### config.mk
export PLATFORM = sky130hd
export DESIGN_NAME = knn_manhattan_classifier
export DESIGN_NICKNAME = d
export VERILOG_FILES = /design/src/rtl/kmc_pkg.sv /design/src/rtl/kmc_ram.sv /design/src/rtl/kmc_nbr_list.sv /design/src/rtl/knn_manhattan_classifier.sv
export SDC_FILE = /design/constraint.sdc
export NUM_CORES = 1
export LEC_CHECK = 0
export BUFFER_PORTS_ARGS = -buffer_cell sky130_fd_sc_hd__buf_4
export CAP_MARGIN = 10
export CORE_MARGIN = 2
export CORE_UTILIZATION = 67
export CTS_BUF_LIST = sky130_fd_sc_hd__clkbuf_16
export DETAILED_ROUTE_END_ITERATION = 6
export PLACE_DENSITY = 0.94
export SLEW_MARGIN = 20
export SYNTH_ARGS = -nofsm -noshare
export SYNTH_HDL_FRONTEND = slang
export SYNTH_HIERARCHICAL = 1
export SYNTH_SLANG_ARGS = --single-unit
### constraint.sdc
create_clock -name clk -period 10.8 [get_ports clk]
set_clock_uncertainty 0.05 [all_clocks]
set_input_delay 0 -clock clk [delete_from_list [all_inputs] [get_ports clk]]
set_output_delay 0 -clock clk [all_outputs]
set_load 0.05 [all_outputs]
### src/rtl/kmc_pkg.sv
// Shared types and constants of the k-nearest-neighbor classifier.
package kmc_pkg;

	// Input commands
	localparam logic [1:0] CMD_CLEAR = 2'd0;
	localparam logic [1:0] CMD_ADD   = 2'd1;
	localparam logic [1:0] CMD_QUERY = 2'd2;

	// Configuration register indexes
	localparam logic [1:0] CFG_K_NEIGHBORS    = 2'd0;
	localparam logic [1:0] CFG_GOOD_THRESHOLD = 2'd1;
	localparam logic [1:0] CFG_FAIR_THRESHOLD = 2'd2;

	// Configuration reset values
	localparam logic [4:0] K_RESET         = 5'd3;
	localparam logic [6:0] GOOD_THR_RESET  = 7'd70;
	localparam logic [6:0] FAIR_THR_RESET  = 7'd60;

	// Verdict codes
	localparam logic [1:0] VERDICT_GOOD = 2'd0;
	localparam logic [1:0] VERDICT_FAIR = 2'd1;
	localparam logic [1:0] VERDICT_POOR = 2'd2;
	localparam logic [1:0] VERDICT_NONE = 2'd3;

	// Field widths
	localparam int SCORE_W = 7;
	localparam int DIST_W  = 9;
	localparam int VOTE_W  = 5;
	localparam int ENTRY_W = 3 * SCORE_W;

	// Largest K the 5-bit register can ask for
	localparam int K_MAX = 31;

	typedef enum logic [1:0] {
		LBL_GOOD = 2'd0,
		LBL_FAIR = 2'd1,
		LBL_POOR = 2'd2
	} label_t;

	// Request from the distance pipeline into the neighbor list
	typedef struct packed {
		logic              clear;
		logic              insert;
		logic [DIST_W-1:0] distance;
		label_t            label;
	} ins_req_t;

endpackage

### src/rtl/kmc_ram.sv
// Generic single-port-write, registered-read RAM.
module kmc_ram #(
	parameter int WIDTH = 8,
	parameter int DEPTH = 16
) (
	input  logic                                 clk,
	input  logic                                 we,
	input  logic [(DEPTH > 1 ? $clog2(DEPTH) : 1)-1:0] waddr,
	input  logic [WIDTH-1:0]                     wdata,
	input  logic [(DEPTH > 1 ? $clog2(DEPTH) : 1)-1:0] raddr,
	output logic [WIDTH-1:0]                     rdata
);

	logic [WIDTH-1:0] mem_q [DEPTH];

	// Write port and registered read port
	always_ff @(posedge clk) begin
		if (we) begin
			mem_q[waddr] <= wdata;
		end
		rdata <= mem_q[raddr];
	end

endmodule

### src/rtl/kmc_nbr_list.sv
// Sorted list of the nearest neighbors seen so far, filled by insertion.
module kmc_nbr_list #(
	parameter int SLOTS = 16
) (
	input  logic                                 clk,
	input  logic                                 arst_n,
	input  kmc_pkg::ins_req_t                    req,
	input  logic [(SLOTS > 1 ? $clog2(SLOTS) : 1)-1:0] rd_slot,
	output kmc_pkg::label_t                      rd_label
);

	logic [SLOTS-1:0]               valid_q;
	logic [kmc_pkg::DIST_W-1:0]     dist_q  [SLOTS];
	kmc_pkg::label_t                label_q [SLOTS];

	logic [SLOTS-1:0] gt;
	logic [SLOTS-1:0] prev_gt;

	// A slot lies behind the new entry when empty or strictly farther;
	// equal distances keep the earlier arrival in front
	always_comb begin
		for (int s = 0; s < SLOTS; s++) begin
			gt[s] = !valid_q[s] || (dist_q[s] > req.distance);
		end
		prev_gt = gt << 1;
	end

	// Valid bits: insert at the first farther slot, shift the tail down
	always_ff @(posedge clk or negedge arst_n) begin
		if (!arst_n) begin
			valid_q <= '0;
		end else if (req.clear) begin
			valid_q <= '0;
		end else if (req.insert) begin
			if (gt[0]) begin
				valid_q[0] <= 1'b1;
			end
			for (int s = 1; s < SLOTS; s++) begin
				if (gt[s] && !prev_gt[s]) begin
					valid_q[s] <= 1'b1;
				end else if (gt[s]) begin
					valid_q[s] <= valid_q[s-1];
				end
			end
		end
	end

	// Payload of the slots
	always_ff @(posedge clk) begin
		if (req.insert) begin
			if (gt[0]) begin
				dist_q[0]  <= req.distance;
				label_q[0] <= req.label;
			end
			for (int s = 1; s < SLOTS; s++) begin
				if (gt[s] && !prev_gt[s]) begin
					dist_q[s]  <= req.distance;
					label_q[s] <= req.label;
				end else if (gt[s]) begin
					dist_q[s]  <= dist_q[s-1];
					label_q[s] <= label_q[s-1];
				end
			end
		end
	end

	assign rd_label = label_q[rd_slot];

endmodule

### src/rtl/knn_manhattan_classifier.sv
// K-nearest-neighbor classifier: Manhattan distance over three scores, majority vote.
// Clear and add complete on acceptance and leave the block idle. A query with N stored
// references and effective K reads the N RAM entries one per cycle, then tallies one
// neighbor slot per cycle; the next transaction is taken in the cycle after the result
// is loaded, later while an older result still waits.
// Reset (arst_n low) empties the store and restores K=3, thresholds 70 and 60.
module knn_manhattan_classifier #(
	parameter int MAX_REFS = 16
) (
	input  logic       clk,
	input  logic       arst_n,
	input  logic       in_valid,
	output logic       in_ready,
	input  logic [1:0] command,
	input  logic [6:0] score_first,
	input  logic [6:0] score_second,
	input  logic [6:0] score_third,
	output logic       out_valid,
	input  logic       out_ready,
	output logic [1:0] verdict,
	output logic [4:0] good_votes,
	output logic [4:0] fair_votes,
	output logic [4:0] poor_votes,
	input  logic       cfg_we,
	input  logic [1:0] cfg_index,
	input  logic [6:0] cfg_data
);

	localparam int IDX_W  = (MAX_REFS > 1) ? $clog2(MAX_REFS) : 1;
	localparam int CNT_W  = $clog2(MAX_REFS + 1);
	localparam int SLOTS  = (MAX_REFS < kmc_pkg::K_MAX) ? MAX_REFS : kmc_pkg::K_MAX;
	localparam int SLOT_W = (SLOTS > 1) ? $clog2(SLOTS) : 1;
	localparam int CMP_W  = (CNT_W > kmc_pkg::VOTE_W) ? CNT_W : kmc_pkg::VOTE_W;
	localparam int SW     = kmc_pkg::SCORE_W;
	localparam int DW     = kmc_pkg::DIST_W;
	localparam int VW     = kmc_pkg::VOTE_W;

	typedef enum logic [1:0] {
		S_IDLE,
		S_READ,
		S_TALLY,
		S_DONE
	} state_t;

	state_t state_q;

	// Configuration registers
	logic [4:0] k_q;
	logic [6:0] good_thr_q;
	logic [6:0] fair_thr_q;

	always_ff @(posedge clk or negedge arst_n) begin
		if (!arst_n) begin
			k_q        <= kmc_pkg::K_RESET;
			good_thr_q <= kmc_pkg::GOOD_THR_RESET;
			fair_thr_q <= kmc_pkg::FAIR_THR_RESET;
		end else if (cfg_we) begin
			unique case (cfg_index)
				kmc_pkg::CFG_K_NEIGHBORS:    k_q        <= cfg_data[4:0];
				kmc_pkg::CFG_GOOD_THRESHOLD: good_thr_q <= cfg_data;
				kmc_pkg::CFG_FAIR_THRESHOLD: fair_thr_q <= cfg_data;
				default: ;
			endcase
		end
	end

	logic [CNT_W-1:0] count_q;
	logic [CNT_W-1:0] rd_idx_q;
	logic [SW-1:0]    q0_q, q1_q, q2_q;
	logic [VW-1:0]    keff_q;
	logic [VW-1:0]    tally_q;
	logic [VW-1:0]    good_cnt_q, fair_cnt_q, poor_cnt_q;
	logic             out_valid_q;
	logic [1:0]       verdict_q;
	logic [VW-1:0]    good_out_q, fair_out_q, poor_out_q;

	logic rd_vld_s1;
	logic vld_s2;
	logic [DW-1:0] dist_s2;
	logic [DW-1:0] sum_s2;

	// Accept side
	logic in_acc;
	logic is_query;
	logic store_full;
	logic ram_we;
	assign in_ready   = (state_q == S_IDLE);
	assign in_acc     = in_valid && in_ready;
	assign is_query   = in_acc && (command == kmc_pkg::CMD_QUERY);
	assign store_full = (count_q >= CNT_W'(MAX_REFS));
	assign ram_we     = in_acc && (command == kmc_pkg::CMD_ADD) && !store_full;

	// Effective K: never more than the stored references
	logic [CMP_W-1:0] k_ext, cnt_ext;
	logic [VW-1:0]    keff_d;
	always_comb begin
		k_ext   = CMP_W'(k_q);
		cnt_ext = CMP_W'(count_q);
		keff_d  = (k_ext < cnt_ext) ? k_q : VW'(count_q);
	end

	// Reference RAM
	logic            issue;
	logic [kmc_pkg::ENTRY_W-1:0] rdata;
	assign issue = (state_q == S_READ) && (rd_idx_q < count_q);

	kmc_ram #(
		.WIDTH(kmc_pkg::ENTRY_W),
		.DEPTH(MAX_REFS)
	) u_ref_ram (
		.clk  (clk),
		.we   (ram_we),
		.waddr(count_q[IDX_W-1:0]),
		.wdata({score_first, score_second, score_third}),
		.raddr(rd_idx_q[IDX_W-1:0]),
		.rdata(rdata)
	);

	// Stage 1: distance and score sum of the entry just read
	logic [SW-1:0] r0, r1, r2, d0, d1, d2;
	logic [DW-1:0] dist_d, sum_d;
	always_comb begin
		r0 = rdata[3*SW-1:2*SW];
		r1 = rdata[2*SW-1:SW];
		r2 = rdata[SW-1:0];
		d0 = (q0_q > r0) ? (q0_q - r0) : (r0 - q0_q);
		d1 = (q1_q > r1) ? (q1_q - r1) : (r1 - q1_q);
		d2 = (q2_q > r2) ? (q2_q - r2) : (r2 - q2_q);
		dist_d = DW'(d0) + DW'(d1) + DW'(d2);
		sum_d  = DW'(r0) + DW'(r1) + DW'(r2);
	end

	always_ff @(posedge clk or negedge arst_n) begin
		if (!arst_n) begin
			vld_s2 <= 1'b0;
		end else begin
			vld_s2 <= rd_vld_s1;
		end
	end

	always_ff @(posedge clk) begin
		dist_s2 <= dist_d;
		sum_s2  <= sum_d;
	end

	// Stage 2: label by floor mean; mean > t exactly when sum >= 3t + 3
	logic [DW-1:0]     good_lim, fair_lim;
	kmc_pkg::label_t   label_s2;
	always_comb begin
		good_lim = (DW'(good_thr_q) << 1) + DW'(good_thr_q) + DW'(3);
		fair_lim = (DW'(fair_thr_q) << 1) + DW'(fair_thr_q) + DW'(3);
		if (sum_s2 >= good_lim) begin
			label_s2 = kmc_pkg::LBL_GOOD;
		end else if (sum_s2 >= fair_lim) begin
			label_s2 = kmc_pkg::LBL_FAIR;
		end else begin
			label_s2 = kmc_pkg::LBL_POOR;
		end
	end

	// Neighbor list
	kmc_pkg::ins_req_t ins_req;
	kmc_pkg::label_t   slot_label;
	always_comb begin
		ins_req.clear    = is_query;
		ins_req.insert   = vld_s2;
		ins_req.distance = dist_s2;
		ins_req.label    = label_s2;
	end

	kmc_nbr_list #(
		.SLOTS(SLOTS)
	) u_nbr_list (
		.clk     (clk),
		.arst_n  (arst_n),
		.req     (ins_req),
		.rd_slot (tally_q[SLOT_W-1:0]),
		.rd_label(slot_label)
	);

	// Strict-majority verdict from the tallied counts
	logic [1:0] verdict_d;
	always_comb begin
		if (good_cnt_q > fair_cnt_q && good_cnt_q > poor_cnt_q) begin
			verdict_d = kmc_pkg::VERDICT_GOOD;
		end else if (fair_cnt_q > good_cnt_q && fair_cnt_q > poor_cnt_q) begin
			verdict_d = kmc_pkg::VERDICT_FAIR;
		end else if (poor_cnt_q > good_cnt_q && poor_cnt_q > fair_cnt_q) begin
			verdict_d = kmc_pkg::VERDICT_POOR;
		end else begin
			verdict_d = kmc_pkg::VERDICT_NONE;
		end
	end

	// Sequencer, store count and output register
	always_ff @(posedge clk or negedge arst_n) begin
		if (!arst_n) begin
			state_q     <= S_IDLE;
			count_q     <= '0;
			rd_idx_q    <= '0;
			rd_vld_s1   <= 1'b0;
			keff_q      <= '0;
			tally_q     <= '0;
			good_cnt_q  <= '0;
			fair_cnt_q  <= '0;
			poor_cnt_q  <= '0;
			out_valid_q <= 1'b0;
			verdict_q   <= kmc_pkg::VERDICT_NONE;
			good_out_q  <= '0;
			fair_out_q  <= '0;
			poor_out_q  <= '0;
		end else begin
			rd_vld_s1 <= issue;
			// S_DONE reloads the output register itself
			if (out_valid_q && out_ready && state_q != S_DONE) begin
				out_valid_q <= 1'b0;
			end
			unique case (state_q)
				S_IDLE: begin
					if (in_acc) begin
						unique case (command)
							kmc_pkg::CMD_CLEAR: count_q <= '0;
							kmc_pkg::CMD_ADD: begin
								if (!store_full) begin
									count_q <= count_q + CNT_W'(1);
								end
							end
							kmc_pkg::CMD_QUERY: begin
								keff_q     <= keff_d;
								rd_idx_q   <= '0;
								tally_q    <= '0;
								good_cnt_q <= '0;
								fair_cnt_q <= '0;
								poor_cnt_q <= '0;
								state_q    <= S_READ;
							end
							default: ;
						endcase
					end
				end
				S_READ: begin
					if (issue) begin
						rd_idx_q <= rd_idx_q + CNT_W'(1);
					end else if (!rd_vld_s1 && !vld_s2) begin
						state_q <= S_TALLY;
					end
				end
				S_TALLY: begin
					if (tally_q < keff_q) begin
						tally_q <= tally_q + VW'(1);
						case (slot_label)
							kmc_pkg::LBL_GOOD: good_cnt_q <= good_cnt_q + VW'(1);
							kmc_pkg::LBL_FAIR: fair_cnt_q <= fair_cnt_q + VW'(1);
							default:           poor_cnt_q <= poor_cnt_q + VW'(1);
						endcase
					end else begin
						state_q <= S_DONE;
					end
				end
				S_DONE: begin
					if (!out_valid_q || out_ready) begin
						out_valid_q <= 1'b1;
						verdict_q   <= verdict_d;
						good_out_q  <= good_cnt_q;
						fair_out_q  <= fair_cnt_q;
						poor_out_q  <= poor_cnt_q;
						state_q     <= S_IDLE;
					end
				end
				default: state_q <= S_IDLE;
			endcase
		end
	end

	// Query scores held for the whole read pass
	always_ff @(posedge clk) begin
		if (is_query) begin
			q0_q <= score_first;
			q1_q <= score_second;
			q2_q <= score_third;
		end
	end

	assign out_valid  = out_valid_q;
	assign verdict    = verdict_q;
	assign good_votes = good_out_q;
	assign fair_votes = fair_out_q;
	assign poor_votes = poor_out_q;

	// The store never holds more references than it has entries
	a_count_bound: assert property (@(posedge clk) disable iff (!arst_n)
		count_q <= CNT_W'(MAX_REFS))
		else $error("reference count above store depth");

	// No new item is taken while RAM reads are still in flight
	a_idle_drained: assert property (@(posedge clk) disable iff (!arst_n)
		in_ready |-> (!rd_vld_s1 && !vld_s2))
		else $error("input accepted with distance pipeline busy");

	// A good verdict always carries a strict majority of good votes
	a_good_majority: assert property (@(posedge clk) disable iff (!arst_n)
		(out_valid_q && verdict_q == kmc_pkg::VERDICT_GOOD) |->
		(good_out_q > fair_out_q && good_out_q > poor_out_q))
		else $error("good verdict without strict majority");

	// The tally never runs past the effective K
	a_tally_bound: assert property (@(posedge clk) disable iff (!arst_n)
		(state_q == S_TALLY) |-> (tally_q <= keff_q))
		else $error("tally index past effective K");

endmodule

# After elaboration in Yosys (flattened, before gate mapping)
# Memory sizes are Yosys's and may differ from the RTL's. A register that Yosys moved wholly into a read port is not among the register bits.
# Index checks and enable logic that the tools add are counted.
op_classes:
  add_sub_neg: 20
  multipliers: 0
  div: 0
  n_lt_le_gt_ge: 31
  eq_ne: 21
  shift: 0
  n_mux: 209
  bitwise: 30
  reduce_logical: 131
ops:
  columns: ["cell", "n"]
  rows:
  - ["$mux W1", 145]
  - ["$gt A9 B9 Y1", 16]
  - ["$mux W9", 15]
  - ["$mux W5", 12]
  - ["$pmux W5 S2", 6]
  - ["$mux W2", 25]
  - ["$reduce_bool A3 Y1", 15]
  - ["$sub A7 B7 Y7", 6]
  - ["$reduce_and A2 Y1", 20]
  - ["$add A8 B7 Y9", 4]
  - ["$logic_not A1 Y1", 35]
  - ["$mux W16", 2]
  - ["$add A5 B1 Y5 const B", 6]
  - ["$gt A5 B5 Y1", 6]
  - ["$or A1 B1 Y1", 30]
  - ["$logic_and A1 B1 Y1", 26]
  - ["$gt A7 B7 Y1", 3]
  - ["$mux W7", 3]
  - ["$ne A2 B2 Y1 const B", 10]
  - ["$add A9 B2 Y9 const B", 2]
  - ["$ge A9 B9 Y1", 2]
  - ["$logic_or A1 B1 Y1", 17]
  - ["$add A7 B7 Y8", 2]
  - ["$lt A5 B5 Y1", 3]
  - ["12 further kinds", 31]
totals:
  reg_bits: 131
  latchBits: 0
  mem_bits_rw: 512
  rom_bits: 0
  inputBits: 37
  output_inout_bits: 19
  elab_cells: 484
  memories: 3
mem_list:
  columns: ["memory", "depth", "width", "read_ports", "rd_ports_with_merged_regs", "wr", "line", "rtl"]
  rows:
  - ["u_ref_ram.mem_q", 16, 21, 1, 1, 1, "kmc_ram.sv:14", "logic [WIDTH-1:0] mem_q [DEPTH];"]
  - ["u_nbr_list.dist_q", 16, 9, 16, 0, 16, "kmc_nbr_list.sv:13", "logic [kmc_pkg::DIST_W-1:0] dist_q [SLOTS];"]
  - ["u_nbr_list.label_q", 16, 2, 16, 0, 16, "kmc_nbr_list.sv:14", "kmc_pkg::label_t label_q [SLOTS];"]

# Logic depth before layout (Yosys ltp)
# Gate-level depths: netlist (run 1).
# An unclocked memory read counts as a cell.
depth:
  ltp_word: 9
  ltp_mapped: 19

# Modules after synthesis
# The synthesis (run 1) kept the hierarchy.
modules_own_cells:
  columns: ["module", "n_inst", "cells_per_inst", "area_per_inst_um2", "seq_area_each_um2"]
  rows:
  - ["kmc_ram", 1, 557, 13277.7, 10510.1]
  - ["kmc_nbr_list", 1, 923, 11639.9, 5685.5]
  - ["knn_manhattan_classifier", 1, 865, 8558.2, 2906.5]

# Least setup slack after synthesis (run 1)
# No wires, ideal clock.
synth_timing:
  kind: "register to register"
  from: "register state_q[0]"
  to: "memory u_ref_ram/mem_q[0][0] (netlist bit), enable pin"
  setup_time_ns: 0.425
  arrival_ns: 3.512
  t_required_ns: 10.325
  slack_ns: 6.813
  path_stages_with_launch: 9
  path_buffers: 0
  cell_sequence: "dfrtp_1 inv_1 ha_1 nand2_1 nor2_1 nand2_1 nor2_1 or3b_1 nor3_1"
synth_between:
  elab_chain_len: 6
synth_lines:
  columns: ["element", "line", "rtl"]
  rows:
  - ["start, declared", "knn_manhattan_classifier.sv:45", "state_t state_q;"]
  - ["start signal, assigned", "knn_manhattan_classifier.sv:198", "state_q <= S_IDLE;"]
  - ["start signal, assigned", "knn_manhattan_classifier.sv:235", "state_q <= S_READ;"]
  - ["start signal, assigned", "knn_manhattan_classifier.sv:245", "state_q <= S_TALLY;"]
  - ["$logic_not A2 Y1", "knn_manhattan_classifier.sv:87", "assign in_ready = (state_q == S_IDLE);"]
  - ["via in_ready", "knn_manhattan_classifier.sv:13", "output logic in_ready,"]
  - ["$logic_and A1 B1 Y1", "knn_manhattan_classifier.sv:88", "assign in_acc = in_valid && in_ready;"]
  - ["$logic_and A1 B1 Y1 (2 in series)", "knn_manhattan_classifier.sv:91", "assign ram_we = in_acc && (command == kmc_pkg::CMD_ADD) && !store_full;"]
  - ["via ram_we", "knn_manhattan_classifier.sv:86", "logic ram_we;"]
  - ["$mux W1", "kmc_ram.sv:18", "if (we) begin"]
  - ["$mux W1 (implied by the code)", "kmc_ram.sv:19", "mem_q[waddr] <= wdata;"]
  - ["end, declared", "kmc_ram.sv:14", null]
# The timed path passes the listed nets, and every way through them passes these cells.

==> results of run 1 <==
## per-layer routing
metal	share of wire	wire length (um)	vias up	track usage
li1	-	-	9310	-
met1	0.34	30800	11024	0.429
met2	0.49	44500	1764	0.599
met3	0.10	9200	511	0.0777
met4	0.074	6800	2	0.234
met5	0.00012	11	-	0
## synthesized netlist by cell type, drive strengths merged (6+ instances only)
cell      n  area, sq um
a211oi   14          105
a21boi    7         52.6
a21o     32          240
a21oi   107          536
a22oi    46          345
a311oi    8         70.1
a31oi    11         81.3
and2     18          115
and3      7         43.8
and4     10         87.6
buf      34          284
clkbuf   44          166
dfrtp    81         2030
dfstp    11          289
dfxtp    39          781
edfxtp  533        16000
fa       22          440
ha      278         3480
inv     156          586
mux2    162         1830
mux2i    30          300
mux4     94         2260
nand2   120          450
nand2b   15         93.8
nand3    70          350
nand4    38          238
nor2     68          255
nor2b    18          115
nor3     18         90.1
nor4      6         37.5
o211ai    6         45.0
o21ai   112          564
o21bai   11         82.6
o311a     6         60.1
o31ai     9         67.6
or3       8         50.1
xnor2    24          210
xor2     12          105
## flip-flops by register name, summed over array words and instances, names as in the netlist, 9 cells and up
signal	flops
u_ref_ram/mem_q	336
u_nbr_list/dist_q	144
u_nbr_list/label_q	32
u_ref_ram/rdata	21
u_nbr_list/valid_q	16
dist_s2	9
sum_s2	9
## kinds of logic (layout without fill, tap and decap cells)
logic type	Yosys count	in the layout	share of synthesized area
buffers and inverters	234	413	0.0309
muxes	286	286	0.131
and+or+nand+nor	412	412	0.0613
xor gates and xnor gates	36	36	0.00942
DFF	664	664	0.571
AOI/OAI and AO/OA	413	413	0.0796
adders and majority gates	300	300	0.117
## final cells by class
| type | count | area [sq um] |
|---|---|---|
| well taps | 664 | 831 |
| fillers | 2566 | 12000 |
| clock inverters | 58 | 419 |
| clock buffers | 68 | 1700 |
| repair buffers | 131 | 1120 |
| flip-flops and latches | 664 | 19100 |
| inverters | 156 | 586 |
| multi-input cells | 1447 | 13400 |
## worst max-delay path, stage by stage, from the launching register on
cell and delay [ns]:
sky130_fd_sc_hd__dfstp_2 0.59, sky130_fd_sc_hd__ha_1 0.26, sky130_fd_sc_hd__ha_1 0.31, sky130_fd_sc_hd__a31o_2 0.25
sky130_fd_sc_hd__a21oi_1 0.23, sky130_fd_sc_hd__nor2b_1 0.08, sky130_fd_sc_hd__o21ai_0 0.18, sky130_fd_sc_hd__nand2b_1 0.12
sky130_fd_sc_hd__xnor2_1 0.14, sky130_fd_sc_hd__ha_1 0.29, sky130_fd_sc_hd__and3_1 0.20, sky130_fd_sc_hd__a2111oi_0 0.45
sky130_fd_sc_hd__a31oi_1 0.24, sky130_fd_sc_hd__nor2_1 0.85, sky130_fd_sc_hd__mux2_2 0.32
## cells in the final DEF, fill, tap and decap left out, types with 8 or more instances in the layout
cell | netlist | layout
sky130_fd_sc_hd__nand3_1 | 70 | 70
sky130_fd_sc_hd__dfrtp_1 | 81 | 79
sky130_fd_sc_hd__edfxtp_1 | 533 | 533
sky130_fd_sc_hd__a21o_1 | 32 | 32
sky130_fd_sc_hd__dfxtp_1 | 39 | 39
sky130_fd_sc_hd__or3_1 | 8 | 8
sky130_fd_sc_hd__dlygate4sd3_1 | 0 | 48
sky130_fd_sc_hd__clkinv_2 | 0 | 8
sky130_fd_sc_hd__a31oi_1 | 9 | 9
sky130_fd_sc_hd__clkinv_1 | 0 | 17
sky130_fd_sc_hd__a21oi_1 | 107 | 107
sky130_fd_sc_hd__and2_1 | 17 | 16
sky130_fd_sc_hd__nor2b_1 | 17 | 14
sky130_fd_sc_hd__nand4_1 | 38 | 38
sky130_fd_sc_hd__mux2_2 | 154 | 154
sky130_fd_sc_hd__nor2_1 | 68 | 56
sky130_fd_sc_hd__mux4_1 | 37 | 37
sky130_fd_sc_hd__o21bai_1 | 11 | 11
sky130_fd_sc_hd__fa_1 | 22 | 22
sky130_fd_sc_hd__nand2_1 | 120 | 120
sky130_fd_sc_hd__and4_1 | 10 | 10
sky130_fd_sc_hd__inv_1 | 156 | 176
sky130_fd_sc_hd__nand2b_1 | 15 | 15
sky130_fd_sc_hd__o31ai_1 | 9 | 9
sky130_fd_sc_hd__ha_1 | 278 | 278
sky130_fd_sc_hd__mux4_2 | 57 | 57
sky130_fd_sc_hd__buf_4 | 7 | 82
sky130_fd_sc_hd__mux2i_1 | 30 | 30
sky130_fd_sc_hd__a22oi_1 | 46 | 46
sky130_fd_sc_hd__a311oi_1 | 8 | 8
sky130_fd_sc_hd__nor3_1 | 18 | 13
sky130_fd_sc_hd__xnor2_1 | 24 | 24
sky130_fd_sc_hd__a211oi_1 | 14 | 14
sky130_fd_sc_hd__o21ai_0 | 109 | 109
sky130_fd_sc_hd__clkbuf_16 | 0 | 68
sky130_fd_sc_hd__dfstp_2 | 11 | 11
sky130_fd_sc_hd__xor2_1 | 12 | 12
## path summary, 6_finish.rpt
check / start / to / slack (ns)
worst max-delay path: good_thr_q[1] / u_nbr_list/label_q[6][1] / 6.10
worst min-delay path: cfg_data[4] / fair_thr_q[4] / 0.16
worst max register to register: good_thr_q[1] / u_nbr_list/label_q[6][1] / 6.10
worst min register to register: rd_vld_s1 / vld_s2 / 0.35
max in group asynchronous: arst_n / rd_idx_q[0] / 9.30
min in group asynchronous: arst_n / good_thr_q[1] / 0.51
## per-stage QoR
stage	cell area [sq um]	setup slack [ns]	hold slack (ns)	power, mW
floorplan	33500	6.81	-0.346	7.35
global placement	34600	6.34	-0.0584	8.31
detailed placement	34600	6.19	-0.0500	8.73
CTS	37200	6.06	0.144	11.1
global route	37200	5.71	0.162	11.9
finish	37200	6.10	0.160	11.3
## where the power goes
part,leakage [nW],internal (mW),total (mW),switching (mW)
Combinational,6.92,2.18,5.15,2.97
Clock,1.10,1.22,2.29,1.07
Sequential,6.28,3.40,3.89,0.488
Total,14.3,6.80,11.3,4.54
==> metrics.sh, run 1 <==
STATUS='finished with violations'
VIOLATIONS='DRC'
VDD_DROP_MAX_V=0.000302
DETAILEDROUTE.FIRSTITERATIONVIOLATIONS=2978
CLKSINKCOUNT=664
CTS_HTREE_LEVELS=3
POST_SYNTHESIS_REGISTER_BIT_COUNT=664
POSTSYNTH.TOPFLOPCELL='sky130_fd_sc_hd__edfxtp_1'
SETUP-VIOLATIONS-FINAL=0
NUMPORTBUFFERS=55
TIMING.HOLD.WORST_PATH_DEPTH=3
NUMBER_OF_GATES_GIVEN_A_NEW_DRIVE_STRENGTH_AFTER_CTS=0
FLOORPLAN.DIE_AREA_SQ_UM=51800
GR-USAGE-ALL-LAYERS=0.361
PLACED_CELLS_INCL_TAPS=3013
WIRE_PER_INST_UM=28.6
FINALNONFILLERCELLS=3188
ASYNCSETRESETFLOPFRACSYNTH=0.139
SYNTH_CELL_TYPE_COUNT=82
HOLDBUFCOUNTCTS=49
SYNTH_AREA_PER_CELL_SQ_UM=14.3
VIAS_PER_CELL=7.09
CLOCKBUFFERDEPTH=3
TRITONCTS='built'
DIE_W_UM=228
CRITPATHKIND='flip-flop to flip-flop'
DRT_WL_TOTAL_UM=91300
YS_SEQ_AREA_FRAC=0.571
WORSTPATHARRIVAL_NS=5.14
ANTENNA_FOUND_INITIAL=1
POSTSYNTHCELLCOUNT=2345
FINAL_HOLD_VIOL_COUNT=0
GP_CONGESTION=0.884
TRITONCTS.NUM_BUFFERS=68
CTS_ROOT_BUF='sky130_fd_sc_hd__clkbuf_16'
IO-PIN-COUNT=56
GRT_SETUP_UNREPAIRED='no'
COUNT_OF_SYNTHESIS_STAGE_WARNINGS_FROM_YOSYS=6
TIMING.CRITICAL_PATH.FROM_TYPE='flip-flop'
CLK-INSERTION-DELAY-LATE_NS=0.64
DIODES=0
VIA_COUNT=22611
FINALCRITPERIODSHARE=0.436
CRIT_PATH_MAX_FANOUT=16
WORST_PIN_SLEW_NS=1.28
WORST_EP_REQUIRED_TIME_NS=11.24
SYN-NUM-NETS=2682
CLK_TRANSITION_REPORTED_PATHS_NS=0.06
FINAL_ANTENNA_NET_COUNT=0
GRT_START_MAX_NET_PINS=69
FLOW.AREA_GROWTH_FROM_SYNTHESIS_PCT=11.1
FINAL.SETUP.TNS_NS=0
MAX-CAP-VIOLATIONS=0
CTS_SETUP_BUFFERS=0
HOLD_PATH.CLASS='input pin to flip-flop'
WIRE_LENGTH_OF_THE_FIRST_GLOBAL_ROUTING_PASS_UM=138000
FLOORPLAN.ROWS=81
POWER_DENSITY_nW_PER_UM2=305
MAXSLEWHEADROOM=0.141
FINAL.MIN_CLOCK_PERIOD_NS=4.70
SYNTHESIS.AREA_SQ_UM=33500
DIE_HEIGHT_UM=228
CELLLEAKAGEPOWER_nW=14.3
FRACTION_OF_LAYOUT_INSTANCES_USING_A_DRIVE_STRENGTH_ABOVE_1=0.173
MAX_FREQ_MHz=213
PLACE.DETAILED.HPWL_UM=53200
FINAL_NET_COUNT=2805
FIRST_GLOBAL_VIAS=23385
FP.COREAREA_SQ_UM=49200
GR-TOTAL-OVERFLOW=0
ROUTE.DETAILED.DRC=4
FINAL-MAX-SLEW-VIOLATION-COUNT=0
FINAL_UTIL=0.757
FIRSTDRTPASSITERS=7
ENDPOINT_KIND='flip-flop'
SYNTH_EDF_COUNT=533
REG2REG_DEPTH=14
FLOORPLAN.INITIALDENSITY=0.681
No activity file was read; power rests on OpenSTA's default activity.
==> run 2: changes to the inputs <==
--- a/config.mk
+++ b/config.mk
@@ -5,13 +5,14 @@
 export SDC_FILE = /design/constraint.sdc
 export NUM_CORES = 1
 export LEC_CHECK = 0
+export ABC_AREA = 1
 export BUFFER_PORTS_ARGS = -buffer_cell sky130_fd_sc_hd__buf_4
 export CAP_MARGIN = 10
 export CORE_MARGIN = 2
-export CORE_UTILIZATION = 67
+export CORE_UTILIZATION = 58
 export CTS_BUF_LIST = sky130_fd_sc_hd__clkbuf_16
 export DETAILED_ROUTE_END_ITERATION = 6
-export PLACE_DENSITY = 0.94
+export PLACE_DENSITY = 0.87
 export SLEW_MARGIN = 20
 export SYNTH_ARGS = -nofsm -noshare
 export SYNTH_HDL_FRONTEND = slang
==> constraint.sdc (replaced) <==
create_clock -name clk -period 4.3 [get_ports clk]
set_clock_uncertainty 0.05 [all_clocks]
set_input_delay 0 -clock clk [delete_from_list [all_inputs] [get_ports clk]]
set_output_delay 0 -clock clk [all_outputs]
set_load 0.05 [all_outputs]
==> run 2 against run 1 <==
The run still ends with DRC left. Worst setup slack worse by 5.4 ns. Largest power group unchanged. Die area up 30%. Worst hold slack worse by 0.0033 ns. Wire length up 2.9%. Clock power rose to 2.6 times the previous value. Sequential cell count unchanged. Cell area up 12%. Critical path depth down 4. First-iteration DRC count up 9.9%. Utilization down 11 points. Maximum frequency up 32%.
==> metrics.sh, run 2 <==
NUMBER_OF_INSERTED_FILLER_CELLS_IN_THE_FINAL_LAYOUT=4680
WORSTPATHARRIVAL_NS=3.81
SYNTH-COMPOUND-AREA-SHARE=0.0308
POSTSYNTHCELLCOUNT=4179
VIA_COUNT=29531
CELL_INTERNAL_PWR_mW=17.3
WIRE_PER_INST_UM=18.3
FP.COREAREA_SQ_UM=64600
MAXUSEDROUTINGLAYER='met4'
SYNTH.MUX.AREA_FRACTION=0.00211
MAX-CAP-VIOLATIONS=0
PLACED_AREA_SQ_UM=38700
POST_SYNTHESIS_REGISTER_BIT_COUNT=664
CLK_TRANSITION_REPORTED_PATHS_NS=0.06
REG.LARGEST.LIST='u_ref_ram/mem_q: 336 flops, u_nbr_list/dist_q: 144 flops, u_nbr_list/label_q: 32 flops'
FOOTPRINT_OF_THE_MULTI_INPUT_GATES_SQ_UM=15300
SETUP-VIOLATIONS-FINAL=0
SYNTH_AREA_PER_CELL_SQ_UM=9.07
FINAL.SETUP.TNS_NS=0
SYNTH_EDF_COUNT=533
FINAL_AREA_SQ_UM=41500
YS_SEQ_AREA_FRAC=0.504
COMMONEST_CELLS_IN_THE_SYNTHESIZED_NETLIST='sky130_fd_sc_hd__nand2_1, sky130_fd_sc_hd__inv_1, sky130_fd_sc_hd__edfxtp_1'
FINALCRITPERIODSHARE=0.829
HOLD_PATH.CLASS='input pin to flip-flop'
POSTSYNTH.TOPFLOPCELL='sky130_fd_sc_hd__edfxtp_1'
POST_SYNTH_XOR_AREA_FRACTION=0.0106
CLK-INSERTION-DELAY-LATE_NS=0.65
DIE_HEIGHT_UM=260
SYNTH_CELL_TYPE_COUNT=46
SYNTHMOSTINSTANTIATEDCELL='sky130_fd_sc_hd__nand2_1'
COUNT_OF_SYNTHESIS_STAGE_WARNINGS_FROM_YOSYS=6
IO-PIN-COUNT=56
CTS_SETUP_BUFFERS=0
YOSYS.AREA.TOP_TYPE='sky130_fd_sc_hd__edfxtp_1'
SEQ_POWER_SHARE=0.303
FLOORPLAN.ROWS=93
WIRE_LENGTH_OF_THE_FIRST_GLOBAL_ROUTING_PASS_UM=148000
CRITPATHKIND='flip-flop to flip-flop'
LARGEST_REGISTER_FFS=336
SYNTH_TOP_CELL_AREA_SHARE=0.422
FINAL_CELL_MIX='sky130_fd_sc_hd__nand2_1, sky130_fd_sc_hd__inv_1, sky130_fd_sc_hd__edfxtp_1'
COMBINATIONALPOWERSHARE=0.506
NUMBER_OF_GATES_GIVEN_A_NEW_DRIVE_STRENGTH_AFTER_CTS=0
CLOCKPOWERSHARE=0.191
ROUTEDLENGTHMET1_UM=34800
GRT_SETUP_UNREPAIRED='no'
CRIT_PATH_MAX_FANOUT=16
CELLLEAKAGEPOWER_nW=19.5
GRT_START_MAX_NET_PINS=187
CTS_HTREE_LEVELS=3
ROUTE.DETAILED.DRC=1
FRACTION_OF_LAYOUT_INSTANCES_USING_A_DRIVE_STRENGTH_ABOVE_1=0.0847
VDD_DROP_MAX_V=0.000852
FLOORPLAN.DIE_AREA_SQ_UM=67400
WORST_PIN_SLEW_NS=1.14
ASYNCSETRESETFLOPFRACSYNTH=0.139
MAX_FREQ_MHz=281
YS_TOP_CELLS_BY_AREA='sky130_fd_sc_hd__edfxtp_1, sky130_fd_sc_hd__nand2_1, sky130_fd_sc_hd__ha_1, sky130_fd_sc_hd__inv_1, sky130_fd_sc_hd__dfrtp_1'
POWER_DENSITY_nW_PER_UM2=752
TRITONCTS.NUM_BUFFERS=70
SYNTH_TOP_FAMILY_BY_AREA='simple AND/OR/NAND/NOR gates'
MAXSLEWHEADROOM=0.237
FINAL.MIN_CLOCK_PERIOD_NS=3.56
VIOLATIONS='DRC'
REGAREA_SQ_UM=19100
STATUS='finished with violations'
TOP_REGISTER='u_ref_ram/mem_q'
ENDPOINT_KIND='flip-flop'
FINAL_ANTENNA_NET_COUNT=0
SYN-NUM-NETS=4516
CTS_ROOT_BUF='sky130_fd_sc_hd__clkbuf_16'
POWER_SWITCHING_SHARE=0.446
CLOCKBUFFERDEPTH=3
SYNTHESIS.AREA_SQ_UM=37900
GR-USAGE-ALL-LAYERS=0.279
FINALHOLDWORSTSLACK_NS=0.156
YOSYS.AREA_SHARE.SIMPLE=0.257
POWER_SWITCHING_mW=13.9
TIMING.CRITICAL_PATH.FROM_TYPE='flip-flop'
FINAL_COMMON_CELL='sky130_fd_sc_hd__nand2_1'
FINAL_UTIL=0.643
FLOORPLAN.INITIALDENSITY=0.587
DR_WL_MET2_UM=45200
ROUTED-WL-MET3_UM=8930
DIE_W_UM=260
FINAL-MAX-SLEW-VIOLATION-COUNT=0
FLOW.AREA_GROWTH_FROM_SYNTHESIS_PCT=9.57
NUMPORTBUFFERS=55
GP_CONGESTION=0.925
FIRST_GLOBAL_VIAS=29115
SYNTHADDERAREAFRAC=0.103
TRITONCTS='built'
DRT_WL_TOTAL_UM=93900
DETAILEDROUTE.FIRSTITERATIONVIOLATIONS=3272
ANTENNA_FOUND_INITIAL=1
CLKSINKCOUNT=664
FINAL_HOLD_VIOL_COUNT=0
VIAS_PER_CELL=5.75
GR-TOTAL-OVERFLOW=0
PLACE.DETAILED.HPWL_UM=57600
FIRSTDRTPASSITERS=7
FINAL_NET_COUNT=4568
WORST_EP_REQUIRED_TIME_NS=4.55
run 2: per-stage QoR:
stage                     total power [mW]  std cells  setup slack (ns)
final                                 31.2       5140             0.737
after CTS                             31.0       5139             0.812
after global placement                24.2       4967             0.925
after global routing                  33.5       5140             0.563
after floorplan                       21.4       4179              1.19
after detailed placement              24.8       4967             0.844
run 2: power by group through the flow:
stage / combinational, mW / sequential [mW] / clock, mW
after floorplan: 12.1 / 9.32 / 0
after global placement: 14.7 / 9.50 / 0
after detailed placement: 15.3 / 9.54 / 0
after CTS: 15.6 / 9.43 / 6.03
after global routing: 17.7 / 9.56 / 6.25
final: 15.8 / 9.45 / 5.97
run 2: cell families (layout without fill, tap and decap cells):
family                   after synthesis  in the layout
buffers and inverters                795            900
other                                  0              1
XOR/XNOR                              46             46
flip-flops                           664            664
AND/OR/NAND/NOR                     2153           2153
multiplexers                           8              8
adder cells (fa/ha/maj)              300            300
AO/OA/AOI/OAI                        213            213
run 2: critical path, stage by stage, from the launching register on:
cell,delay [ns]
sky130_fd_sc_hd__dfrtp_1,0.42
sky130_fd_sc_hd__inv_1,0.10
sky130_fd_sc_hd__ha_1,0.35
sky130_fd_sc_hd__nand2_2,0.15
sky130_fd_sc_hd__inv_2,0.11
sky130_fd_sc_hd__nand3_1,0.09
sky130_fd_sc_hd__dlygate4sd3_1,0.58
sky130_fd_sc_hd__inv_1,0.12
sky130_fd_sc_hd__nand3b_1,0.22
sky130_fd_sc_hd__nor2_2,0.56
sky130_fd_sc_hd__buf_4,0.47
run 2: area by class of cell:
class                   count  share of cell area
repair buffers            159              0.0332
clock buffers              73              0.0440
multi-input cells        2720               0.369
clock inverters            52              0.0116
diodes                      1           0.0000603
inverters                 616              0.0557
well taps                 855              0.0258
flip-flops and latches    664               0.460
run 2: final timing paths:
check                      depth (start not counted)                      to       start  slack, ns
min reg2reg                                        0                  vld_s2   rd_vld_s1       0.32
max in group asynchronous                          4           good_thr_q[1]      arst_n       3.17
min                                                5               out_valid   out_ready       0.16
min in group asynchronous                          3              verdict[1]      arst_n       0.42
max reg2reg                                       10  u_ref_ram/mem_q[8][10]  state_q[0]       0.74
max                                               10  u_ref_ram/mem_q[8][10]  state_q[0]       0.74
run 2: metal layers:
metal,GRT usage,up-vias
met5,0,-
met4,0.145,0
met3,0.0507,373
met2,0.477,1596
met1,0.340,13702
li1,-,13860
run 2: timing repair:
item / CTS / global route
endpoints found under the hold margin: 477 / 0
endpoints found under the setup margin: 0 / 0
hold buffers: 47 / 0
